[config.mk]
export PLATFORM = sky130hd
export DESIGN_NAME = dsgt_ineq
export DESIGN_NICKNAME = d
export VERILOG_FILES = /design/src/dsgt_pkg.sv /design/src/dsgt_ineq.sv
export SDC_FILE = /design/constraint.sdc
export NUM_CORES = 1
export LEC_CHECK = 0
export BUFFER_PORTS_ARGS = -buffer_cell sky130_fd_sc_hd__buf_4
export CELL_PAD_IN_SITES_DETAIL_PLACEMENT = 1
export CELL_PAD_IN_SITES_GLOBAL_PLACEMENT = 1
export CORE_MARGIN = 5
export CORE_UTILIZATION = 53
export CTS_BUF_LIST = sky130_fd_sc_hd__clkbuf_2
export DETAILED_ROUTE_END_ITERATION = 8
export PLACE_DENSITY = 0.95
export SETUP_SLACK_MARGIN = 0.05
export SLEW_MARGIN = 20
export SYNTH_ARGS = -nofsm -noshare
export SYNTH_HDL_FRONTEND = slang
export SYNTH_SLANG_ARGS = --single-unit
[constraint.sdc]
create_clock -name clk -period 7.05 [get_ports clk]
set_input_delay 0 -clock clk [delete_from_list [all_inputs] [get_ports clk]]
set_output_delay 0 -clock clk [all_outputs]
set_load 0.05 [all_outputs]
[src/dsgt_pkg.sv]
// Shared types and constants for the degree sequence graphical test.
// No dependencies; every module of the block imports this package.
`default_nettype none

package dsgt_pkg;

  // Fixed field geometry of one item.
  localparam int NUM_FIELDS = 10;
  localparam int DEG_W      = 5;
  localparam int VAL_W      = 4;
  localparam int CNT_W      = 4;
  localparam int RANK_W     = 4;
  localparam int SUM_W      = 7;

  // Failure codes, in the order the checks are applied.
  localparam logic [1:0] FR_PASS   = 2'd0;
  localparam logic [1:0] FR_RANGE  = 2'd1;
  localparam logic [1:0] FR_ODD    = 2'd2;
  localparam logic [1:0] FR_PREFIX = 2'd3;

  typedef logic [VAL_W-1:0]  deg_val_t;
  typedef logic [RANK_W-1:0] rank_t;
  typedef logic [SUM_W-1:0]  sum_t;

  // An item after the range and parity checks; unused degrees are zero.
  typedef struct packed {
    logic [CNT_W-1:0]             count;
    logic [1:0]                   reason;
    deg_val_t [NUM_FIELDS-1:0]    deg;
  } dsgt_item_t;

  // Both sides of every prefix inequality, index k standing for k+1 vertices.
  typedef struct packed {
    logic [CNT_W-1:0]             count;
    logic [1:0]                   reason;
    sum_t [NUM_FIELDS-1:0]        pref;
    sum_t [NUM_FIELDS-1:0]        rhs;
  } dsgt_bound_t;

endpackage

`default_nettype wire

[src/dsgt_ineq.sv]
// Prefix inequality stages: both sides for every k, then the compare and
// the final result register. Depends on dsgt_pkg.
`default_nettype none

module dsgt_ineq
  import dsgt_pkg::*;
(
  input  logic        clk,
  input  logic        rst,
  input  logic        advance_sum,
  input  logic        advance_out,
  input  logic        in_valid,
  input  dsgt_item_t  in_item,
  output logic        sum_valid,
  output logic        out_valid,
  output logic        is_graphical,
  output logic [1:0]  fail_reason
);

  dsgt_bound_t bound_next;
  dsgt_bound_t bound;
  logic [1:0]  reason_next;

  // Prefix sums and k(k-1) plus the clipped tail sum for every k.
  always_comb begin
    sum_t     run;
    sum_t     tail;
    deg_val_t kval;
    bound_next        = '0;
    bound_next.count  = in_item.count;
    bound_next.reason = in_item.reason;
    run = '0;
    for (int k = 0; k < NUM_FIELDS; k++) begin
      run = run + SUM_W'(in_item.deg[k]);
      bound_next.pref[k] = run;
      kval = VAL_W'(k + 1);
      tail = SUM_W'((k + 1) * k);
      for (int i = 0; i < NUM_FIELDS; i++) begin
        if (i > k) begin
          tail = tail + SUM_W'((in_item.deg[i] < kval) ? in_item.deg[i] : kval);
        end
      end
      bound_next.rhs[k] = tail;
    end
  end

  always_ff @(posedge clk) begin
    if (rst) begin
      sum_valid <= 1'b0;
    end else if (advance_sum) begin
      sum_valid <= in_valid;
    end
  end

  always_ff @(posedge clk) begin
    if (advance_sum) begin
      bound <= bound_next;
    end
  end

  // Only k up to the count matters; an earlier failure takes precedence.
  always_comb begin
    logic fail;
    fail = 1'b0;
    for (int k = 0; k < NUM_FIELDS; k++) begin
      if ((CNT_W'(k) < bound.count) && (bound.pref[k] > bound.rhs[k])) begin
        fail = 1'b1;
      end
    end
    if (bound.reason != FR_PASS) begin
      reason_next = bound.reason;
    end else if (fail) begin
      reason_next = FR_PREFIX;
    end else begin
      reason_next = FR_PASS;
    end
  end

  // Result register, held while the consumer stalls.
  always_ff @(posedge clk) begin
    if (rst) begin
      out_valid <= 1'b0;
    end else if (advance_out) begin
      out_valid <= sum_valid;
    end
  end

  always_ff @(posedge clk) begin
    if (advance_out) begin
      fail_reason  <= reason_next;
      is_graphical <= (reason_next == FR_PASS);
    end
  end

endmodule

`default_nettype wire

# ---- Word level (Yosys, flattened, before mapping)
# Index checks and enable logic that the tools add are counted.
dict set report word_totals {
  regBits 141
  latch_bits 0
  ramBits 0
  romBits 0
  input_bits 51
  output_inout_bits 5
  word_cells 212
  memories 0
}
dict set report classes {
  addsub 53
  n_mul 0
  n_div 0
  magnitude_cmp 65
  eq_ne 0
  shift 0
  muxes 57
  n_bitwise 0
  n_reduce_logical 12
}
# operator n
set op_table {}
lappend op_table {{7-bit by 4-bit adder with 7-bit output} 31}
lappend op_table {{4-bit 2-to-1 mux} 45}
lappend op_table {{4-bit by 3-bit < comparator with 1-bit output, second input constant} 18}
lappend op_table {{4-bit by 2-bit < comparator with 1-bit output, second input constant} 15}
lappend op_table {{7-bit > comparator} 8}
lappend op_table {{6-bit by 4-bit adder with 7-bit output} 7}
lappend op_table {{4-bit by 1-bit < comparator with 1-bit output, second input constant} 9}
lappend op_table {{5-bit by 4-bit adder with 6-bit output} 5}
lappend op_table {{3-bit by 4-bit < comparator with 1-bit output, first input constant} 4}
lappend op_table {{6-bit by 4-bit adder with 7-bit output, first input constant} 2}
lappend op_table {{5-bit by 4-bit adder with 6-bit output, first input constant} 2}
lappend op_table {{4-bit < comparator, second input constant} 3}
lappend op_table {{4-bit by 4-bit adder with 5-bit output} 2}
lappend op_table {{1-bit logical AND} 10}
lappend op_table {{1-bit 2-to-1 mux} 10}
lappend op_table {{1-bit by 4-bit < comparator with 1-bit output, first input constant} 2}
lappend op_table {{2-bit by 4-bit < comparator with 1-bit output, first input constant} 2}
lappend op_table {{4-bit < comparator, first input constant} 2}
lappend op_table {{7-bit by 4-bit adder with 7-bit output, first input constant} 1}
lappend op_table {{4-bit by 7-bit > comparator with 1-bit output} 1}
lappend op_table {{7-bit > comparator, second input constant} 1}
lappend op_table {{2-bit by 4-bit adder with 5-bit output, first input constant} 1}
lappend op_table {{3-bit by 4-bit adder with 5-bit output, first input constant} 1}
lappend op_table {{4-bit by 4-bit adder with 5-bit output, first input constant} 1}
lappend op_table {{other kinds (3)} 4}

# ---- Longest topological paths before layout
# Gate-level depths: netlist of run 1.
dict set report logic_depth {
  depth_word 15
  ltp_mapped 29
  depth_no_buf 29
}

# ---- Worst setup path after synthesis of run 1
# OpenSTA, ideal clock, no wires.
dict set report synth_timing {
  path_kind {in2reg}
  from {in in_item[0] (netlist bit)}
  to {reg bound[139] (netlist bit), data pin}
  setup_ns 0.266
  arrival_time_ns 5.629
  required_time_ns 6.784
  setup_slack_ns 1.155
  cell_stages 25
  path_buffers 0
  cell_sequence {ha_1 -> fa_1 -> inv_1 -> fa_1 -> fa_1 -> fa_1 -> inv_1 -> fa_1 -> inv_1 -> fa_1 -> inv_1 -> ha_1 -> a21oi_1 -> nor2b_1 -> o21a_1 -> nor2_1 -> ha_1 -> o21ai_0 -> or2b_2 -> nor2b_1 -> o21ai_0 -> nand2_1 -> mux2i_1 -> xnor2_1 -> xor2_1}
}
# item line
set synth_rtl {}
lappend synth_rtl {{from (decl)} dsgt_ineq.sv:13} ;# input dsgt_item_t in_item,
lappend synth_rtl {{to (signal assigned)} dsgt_ineq.sv:57} ;# bound <= bound_next;
lappend synth_rtl {{to (decl)} dsgt_ineq.sv:21} ;# dsgt_bound_t bound;

==> impl_metrics.yaml, run 1 <==
routing:
  vias_per_cell: 6.09
  final_antenna_net_count: 0
  dr.pass1.iters: 6
  drc: 0
  drtIter0Drc: 1186
  totalWireLength_um: 45500
  avgRoutedWirePerCell_um: 29.0
  dr_total_vias: 9550
global_route:
  grt_use_met2: 0.617
  grtUsageMet3: 0.111
  grt.total_usage: 0.366
  use_met1: 0.387
  grt_pass1_vias: 11300
  grt_max_degree: 75
  antenna_found_initial: 3
  grt_pass1_wl_um: 69400
  grt.busiest_layer: "met2"
  grt.overflow.total: 0
yosys:
  ys.flop_type: "edfxtp_1"
  synth_top_area_frac: 0.336
  synth_edf_count: 134
  ys_warn_count: 0
  synthArstFlopShare: 0
  synth_area_leaders: "edfxtp_1, fa_1, ha_1, inv_1, xnor2_1"
  ys_types: 58
  ys_seq_elements: 136
  synth_top_cell_by_area: "edfxtp_1"
  synth_area_um2: 12000
  synth.most_common_cell: "inv_1"
  yosys-top-cells-count: "inv_1, ha_1, edfxtp_1"
  syn_inst: 1047
  ys_seq_area_frac: 0.339
  syn_area_per_cell_um2: 11.4
clock_tree:
  cts_post_setup_buffers_inserted: 0
  cts_buffer_depth: 2
  clk_pin_slew_ps: 340
  cts_max_level: 4
  cts_sinks: 136
  clkLatencyLatePin_ps: 920
  cts_tree: "done"
  root_buffer: "clkbuf_2"
  cts_made_buffers: 17
job:
  cap_violations: 0
sta:
  tightest_slew_ps: 1030
  finClkSkew_ps: 60.3
  fin_crit_sh: 1.01
  final.setup.worst_slack_ps: -62.8
  slew_headroom: 0.313
  max_freq_mhz: 141
  setup_viol: 1
  hold_viol: 0
  maxSlewViolCount: 0
  finalCriticalPeriod_ps: 7110
hold_path:
  hold_path_end: "bound[101]"
  min_from: "in_item[19]"
  worstHoldPathType: "input pin to flop"
  hold_depth: 4
setup_path:
  cpMostUsedCell: "ha_1"
  path_max_fanout: 4
  arrival_ps: 7880
  end_kind: "flop"
  slowest_delay_ps: 480
  crit_type: "input pin to flop"
  rrSetupSlack_ps: 3010
  crit_slowest_cell: "fa_1"
  ff2ff_path_depth: 12
  r2r-end: "is_graphical"
  cp_data_required_time_ps: 7820
  cp-start-kind: "input pin"
  r2r-start: "bound[15]"
final_layout:
  stdcell_area_um2: 14100
  regArea_um2: 4060
  multi_input_area_um2: 7380
  area_delta_synth_final_pct: 17.5
  drive_above_1_share: 0.0991
  nets: 1596
  fill_cells: 2365
placement:
  post-dp-hpwl_um: 27600
  placedInstanceArea_um2: 13000
  gp_congestion: 0.870
  numPortBuffers: 55
floorplanning:
  ios: 56
  die_w_um: 160
  fp.coreArea_um2: 22400
  initial_core_util: 0.534
  rows: 55
  fp.dieH_um: 160
  design.die.area_um2: 25700
outcome:
  violations: "setup timing"
  status: "complete, but fails checks"
## routing by layer
metal,part of all wire,vias to the layer above
li1,-,3853
met1,0.33,4679
met2,0.48,683
met3,0.093,333
met4,0.097,2
met5,0.00029,-
## critical path, delay by kind of cell
kind	cells	cell delay [ps]
adder cells (fa/ha/maj)	9	3190
AO/OA/AOI/OAI	4	780
buffers and inverters	1	130
multiplexers	1	280
XOR/XNOR	8	2360
AND/OR/NAND/NOR	5	1120
## what timing repair did
item,in CTS,in global routing
hold buffers,79,0
endpoints found under the setup margin,0,3
hold endpoints to repair,134,0
gates resized for setup,0,8
## logic make-up after synthesis
kind of cell / Yosys count / share of synthesized area
adder cells (fa/ha/maj): 277 / 0.365
buffers and inverters: 227 / 0.0712
AND/OR/NAND/NOR: 193 / 0.0864
AO/OA/AOI/OAI: 150 / 0.0820
flip-flops: 136 / 0.339
XOR/XNOR: 58 / 0.0518
multiplexers: 4 / 0.00376
other: 2 / 0.000627
## worst max path at each step
| stage | endpoint | from | slack, ps |
|---|---|---|---|
| CTS | bound[139] | in_item[0] | 280 |
| detailed placement | bound[139] | in_item[0] | -240 |
| global route | bound[139] | in_item[0] | -3 |
| global placement | bound[139] | in_item[0] | 530 |
| finish | bound[139] | in_item[0] | -60 |
| floorplan | bound[139] | in_item[0] | 1160 |
## cell usage in the layout (no fill, tap or decap), drive strengths merged, types with 24 or more instances in the layout
| master | instances |
|---|---|
| dlygate4sd3 | 79 |
| edfxtp | 134 |
| fa | 120 |
| xnor2 | 39 |
| a21oi | 46 |
| nor2b | 28 |
| nand2 | 28 |
| buf | 56 |
| a21o | 24 |
| inv | 228 |
| ha | 157 |
| o21a | 24 |
| nor2 | 34 |
| conb | 76 |
## final cells by class
type,count,share of cell area
clock inverter,15,0.00970
sequential,136,0.289
antenna,3,0.000534
timing repair buffer,135,0.0861
multi-input combinational,758,0.525
tap,285,0.0254
inverter,220,0.0587
clock buffer,17,0.00605
## stage by stage
| step | hold WS [ps] | setup slack [ps] | cells | utilization | TNS [ps] |
|---|---|---|---|---|---|
| after detailed placement | 179 | -244 | 1455 | 0.580 | -429 |
| after global placement | 168 | 531 | 1455 | 0.580 | 0 |
| final | 24.0 | -62.8 | 1569 | 0.627 | -62.8 |
| after global routing | 94.4 | -3.41 | 1567 | 0.627 | -3.41 |
| after CTS | 42.4 | 278 | 1566 | 0.625 | 0 |
| after floorplan | 72.4 | 1160 | 1121 | - | 0 |
## state kept, by name, summed over array words and instances (netlist names)
signal and flops:
is_graphical 1, sum_valid 1, fail_reason 2, out_valid 1
bound 131
Power of run 1 is not shown: default switching activity piles up to over one toggle a cycle in this logic, so the estimate is an artifact.
==> inputs of run 2 (changes only) <==
--- a/config.mk
+++ b/config.mk
@@ -8,12 +8,12 @@
 export BUFFER_PORTS_ARGS = -buffer_cell sky130_fd_sc_hd__buf_4
 export CELL_PAD_IN_SITES_DETAIL_PLACEMENT = 1
 export CELL_PAD_IN_SITES_GLOBAL_PLACEMENT = 1
+export CORE_ASPECT_RATIO = 1.4
 export CORE_MARGIN = 5
 export CORE_UTILIZATION = 53
 export CTS_BUF_LIST = sky130_fd_sc_hd__clkbuf_2
 export DETAILED_ROUTE_END_ITERATION = 8
 export PLACE_DENSITY = 0.95
-export SETUP_SLACK_MARGIN = 0.05
 export SLEW_MARGIN = 20
 export SYNTH_ARGS = -nofsm -noshare
 export SYNTH_HDL_FRONTEND = slang
==> run 2 against run 1 <==
  * The flow finishes with violations (hold timing, setup timing)
  * First-iteration DRC count decreased by 4.8%
  * Register-to-register slack better by 520 ps
  * Die area increased by 0.16%
  * Critical path depth fell by 1
  * Non-clock buffer count up 5
  * Routed wire length rose by 8.3%
  * Utilization rose by 0.79 points
  * Count of clock-buffer cells in the layout increased by 1
  * Global-route usage shrank 0.59 points
  * Worst setup slack got worse by 160 ps
  * Worst hold slack worse by 30 ps
  * Critical path type unchanged
==> impl_metrics.yaml, run 2 (synthesis gave the netlist of run 1 again) <==
routing:
  final_antenna_net_count: 0
  dr.pass1.iters: 5
  drc: 0
  vias_per_cell: 6.34
  avgRoutedWirePerCell_um: 31.1
  totalWireLength_um: 49300
  drtIter0Drc: 1129
  dr_total_vias: 10100
final_layout:
  top_regs: "bound x131, fail_reason x2"
  nets: 1601
  final_cell_mix: "inv_1, ha_1, edfxtp_1"
  drive_above_1_share: 0.113
  largest_reg_flops: 131
  regMostFlops: "bound"
  area_delta_synth_final_pct: 19.0
  final_common_cell: "inv_1"
setup_path:
  slowest_delay_ps: 650
  end_kind: "flop"
  crit_type: "input pin to flop"
  rrSetupSlack_ps: 3530
  path_buf_inv: 6
  path_max_fanout: 4
  arrival_ps: 7930
  cp_data_required_time_ps: 7710
  crit_slowest_cell: "fa_2"
  cp-start-kind: "input pin"
  path_delay_family: "adder cells"
global_route:
  grt.busiest_layer: "met2"
  grt_max_degree: 60
  use_met1: 0.357
  grt.overflow.total: 0
  grtUsageMet3: 0.0961
  grt_pass1_wl_um: 67000
  grt_pass1_vias: 11200
  grt_use_met2: 0.595
  grt.total_usage: 0.360
  antenna_found_initial: 3
clock_tree:
  root_buffer: "clkbuf_2"
  cts_max_level: 4
  cts_sinks: 136
  cts_made_buffers: 17
  cts_buffer_depth: 2
  clkLatencyLatePin_ps: 960
  clk_pin_slew_ps: 300
  cts_tree: "done"
floorplanning:
  fp.dieH_um: 188
  design.die.area_um2: 25700
  die_w_um: 137
  ios: 56
  fp.coreArea_um2: 22400
  rows: 65
  initial_core_util: 0.533
sta:
  max_freq_mhz: 137
  setup_viol: 2
  tightest_slew_ps: 1140
  final.setup.worst_slack_ps: -224
  fin_worst_hold_slack_ps: -5.54
  maxSlewViolCount: 0
  finalCriticalPeriod_ps: 7270
  slew_headroom: 0.231
  fin_crit_sh: 1.03
  finClkSkew_ps: 91.1
  hold_viol: 1
placement:
  preCtsSetupSlack_ps: -146
  post-dp-hpwl_um: 27700
  gp_congestion: 0.885
  numPortBuffers: 55
outcome:
  violations: "hold timing, setup timing"
  status: "complete, but fails checks"
hold_path:
  worstHoldPathType: "input pin to flop"
job:
  cap_violations: 0
==> run 2: cell count changes in the layout (fill, tap and decap cells not counted), sizes merged <==
cell	change
clkinvlp	+1
inv	-6
diode	-2
buf	+6
bufinv	+3
dlygate4sd3	-1
clkbuf	+1
clkinv	-1
==> run 2: metrics by stage <==
| step | hold WS [ps] | util | std cells | setup TNS [ps] | instance area, µm² |
|---|---|---|---|---|---|
| 2_1_floorplan | 72.4 | - | 1121 | 0 | 12300 |
| 3_3_place_gp | 167 | 0.580 | 1472 | 0 | 13000 |
| 3_5_place_dp | 175 | 0.580 | 1472 | -146 | 13000 |
| 4_1_cts | 23.0 | 0.626 | 1580 | 0 | 14000 |
| 5_1_grt | 11.2 | 0.635 | 1586 | -206 | 14300 |
| 6_report | -5.54 | 0.635 | 1586 | -324 | 14300 |
==> run 2: final timing paths <==
check | end | cells after the start | start
max | bound[139] | 27 | in_item[0]
min | bound[60] | 2 | in_item[39]
max reg2reg | is_graphical | 12 | bound[15]
min reg2reg | sum_valid | 2 | sum_valid
==> run 2: layer usage <==
metal  part of all wire  routed length (µm)
met1               0.31               15200
met2               0.48               23500
met3              0.085                4170
met4               0.13                6490
met5            0.00034                  17
==> run 2: what timing repair did <==
action / CTS / global route
setup endpoints to repair: 0 / 3
endpoints found under the hold margin: 105 / 0
resized for setup: 0 / 29
hold buffers: 78 / 0
buffers inserted: 0 / 5
==> run 2: area by class of cell <==
cell class / count / area, µm²
Antenna cell: 1 / 2.50
Clock buffer: 18 / 90.1
Clock inverter: 12 / 150
Fill cell: 2373 / 8200
Inverter: 220 / 826
Multi-Input combinational cell: 758 / 7500
Sequential cell: 136 / 4060
Tap cell: 301 / 377
Timing Repair Buffer: 140 / 1250
Power of run 2 is left out for the same reason.
==> inputs of run 3 (changes only) <==
--- a/config.mk
+++ b/config.mk
@@ -8,7 +8,7 @@
 export BUFFER_PORTS_ARGS = -buffer_cell sky130_fd_sc_hd__buf_4
 export CELL_PAD_IN_SITES_DETAIL_PLACEMENT = 1
 export CELL_PAD_IN_SITES_GLOBAL_PLACEMENT = 1
-export CORE_ASPECT_RATIO = 1.4
+export CORE_ASPECT_RATIO = 0.8
 export CORE_MARGIN = 5
 export CORE_UTILIZATION = 53
 export CTS_BUF_LIST = sky130_fd_sc_hd__clkbuf_2
==> run 3 against run 2 <==
  * The flow finishes with violations (setup timing)
  * Count of clock-buffer cells in the layout is 1 lower
  * Die area hardly changed
  * Non-clock buffer count is 8 lower
  * Clock skew is 30 ps lower
  * Sequential share of layout area is 0.15 points higher
  * Worst setup slack better by 5.7 ps
  * Routed wire length is 7.9% lower
  * First-iteration DRC count is 5.0% lower
  * Worst hold slack better by 87 ps
  * Via count is 3.5% lower
  * Global-route usage is 1.3 points lower
  * Critical endpoint unchanged
==> impl_metrics.yaml, run 3 (synthesis gave the netlist of run 1 again) <==
clock_tree:
  root_buffer: "clkbuf_2"
  clk_pin_slew_ps: 340
  clkLatencyLatePin_ps: 840
  cts_made_buffers: 17
  cts_buffer_depth: 2
  cts_sinks: 136
  cts_max_level: 4
  cts_tree: "done"
final_layout:
  largest_reg_flops: 131
  final_common_cell: "inv_1"
  top_regs: "bound x131, fail_reason x2"
  regMostFlops: "bound"
  final_cell_mix: "inv_1, ha_1, edfxtp_1"
  area_delta_synth_final_pct: 18.4
  final_cells: 1588
  fill_cells: 2301
  nets: 1593
  multi_input_area_um2: 7440
  utilization: 0.633
  stdcell_area_um2: 14200
  drive_above_1_share: 0.110
  regArea_um2: 4060
sta:
  fin_crit_sh: 1.03
  tightest_slew_ps: 1160
  finalCriticalPeriod_ps: 7270
  slew_headroom: 0.223
  finalSetupTns_ps: -431
  maxSlewViolCount: 0
  finClkSkew_ps: 60.8
  setup_viol: 3
  hold_viol: 0
  max_freq_mhz: 138
  final.setup.worst_slack_ps: -218
global_route:
  grt_pass1_wl_um: 65200
  grt.overflow.total: 0
  grt_pass1_vias: 10800
  grt.total_usage: 0.347
  grt_max_degree: 85
  antenna_found_initial: 5
floorplanning:
  ios: 56
  die_w_um: 178
  design.die.area_um2: 25700
  initial_core_util: 0.535
  rows: 49
  fp.coreArea_um2: 22400
  fp.dieH_um: 144
routing:
  totalWireLength_um: 45500
  avgRoutedWirePerCell_um: 28.6
  vias_per_cell: 6.11
  met2_length_um: 21000
  final_antenna_net_count: 0
  dr.pass1.iters: 8
  drtIter0Drc: 1072
  wl_met3_um: 4700
  wl_met1_um: 15300
  top_layer: "met5"
  dr_total_vias: 9701
  drc: 0
setup_path:
  cp-start-kind: "input pin"
  crit_type: "input pin to flop"
  end_kind: "flop"
  r2r-end: "is_graphical"
  slowest_delay_ps: 630
  rrSetupSlack_ps: 3130
  r2r-start: "bound[85]"
  crit_slowest_cell: "fa_1"
  cpMostUsedCell: "ha_1"
  arrival_ps: 7950
  cp_data_required_time_ps: 7730
  path_max_fanout: 4
  ff2ff_path_depth: 11
placement:
  dp_cells: 1476
  numPortBuffers: 55
  placedInstanceArea_um2: 13000
  post-dp-hpwl_um: 26900
  gp_congestion: 0.915
job:
  cap_violations: 0
hold_path:
  hold_depth: 4
  hold_path_end: "out_valid"
  min_from: "advance_out"
  worstHoldPathType: "input pin to flop"
outcome:
  violations: "setup timing"
  status: "complete, but fails checks"
[run 3: cell count changes in the layout (fill, tap and decap cells not counted), moves of 2 or more]
cell           delta
inv_6             +5
diode_2           +3
fa_1              +2
ha_4              -2
clkinv_1          -2
clkinvlp_4        -3
inv_8             +4
buf_4             -5
ha_1              +2
xnor2_2           +2
dlygate4sd3_1     -4
fa_2              -2
[run 3: final cells by class]
type                       count  area share
timing repair buffer         132      0.0832
inverter                     220      0.0583
clock inverter                15      0.0134
tap                          306      0.0270
clock buffer                  17     0.00600
sequential                   136       0.287
antenna                        4    0.000706
multi-input combinational    758       0.525
[run 3: worst max path at each step]
| stage | from | endpoint | slack [ps] | cells past startpoint |
|---|---|---|---|---|
| 2_1_floorplan | in_item[0] | bound[139] | 1160 | 25 |
| 3_3_place_gp | in_item[0] | bound[139] | 590 | 28 |
| 3_5_place_dp | in_item[0] | bound[139] | -160 | 28 |
| 4_1_cts | in_item[0] | bound[139] | 110 | 29 |
| 5_1_grt | in_item[0] | bound[139] | -210 | 31 |
| 6_report | in_item[0] | bound[139] | -220 | 31 |
[run 3: stage by stage]
stage / setup slack, ps / hold slack [ps]
floorplan: 1160 / 72.4
global placement: 586 / 167
detailed placement: -164 / 182
CTS: 110 / 69.4
global route: -211 / 68.3
finish: -218 / 81.9
[run 3: critical path, delay by kind of cell]
| family | cells | cell delay [ps] |
|---|---|---|
| adder cells (fa/ha/maj) | 9 | 3490 |
| AND/OR/NAND/NOR | 7 | 1220 |
| XOR/XNOR | 6 | 1210 |
| buffers and inverters | 4 | 950 |
| AO/OA/AOI/OAI | 4 | 780 |
| multiplexers | 1 | 280 |
[run 3: what timing repair did]
action                                  4_1_cts  5_1_grt
endpoints found under the setup margin        0        5
hold buffers                                 74        0
resized for setup                             0       21
setup buffers                                 0        2
endpoints found under the hold margin       143        0
[run 3: metal layers]
metal,global-route usage,vias to the layer above
met3,0.0857,309
met2,0.591,807
met5,0,-
li1,-,3848
met1,0.391,4735
met4,0.230,2
Power of run 3 is left out for the same reason.
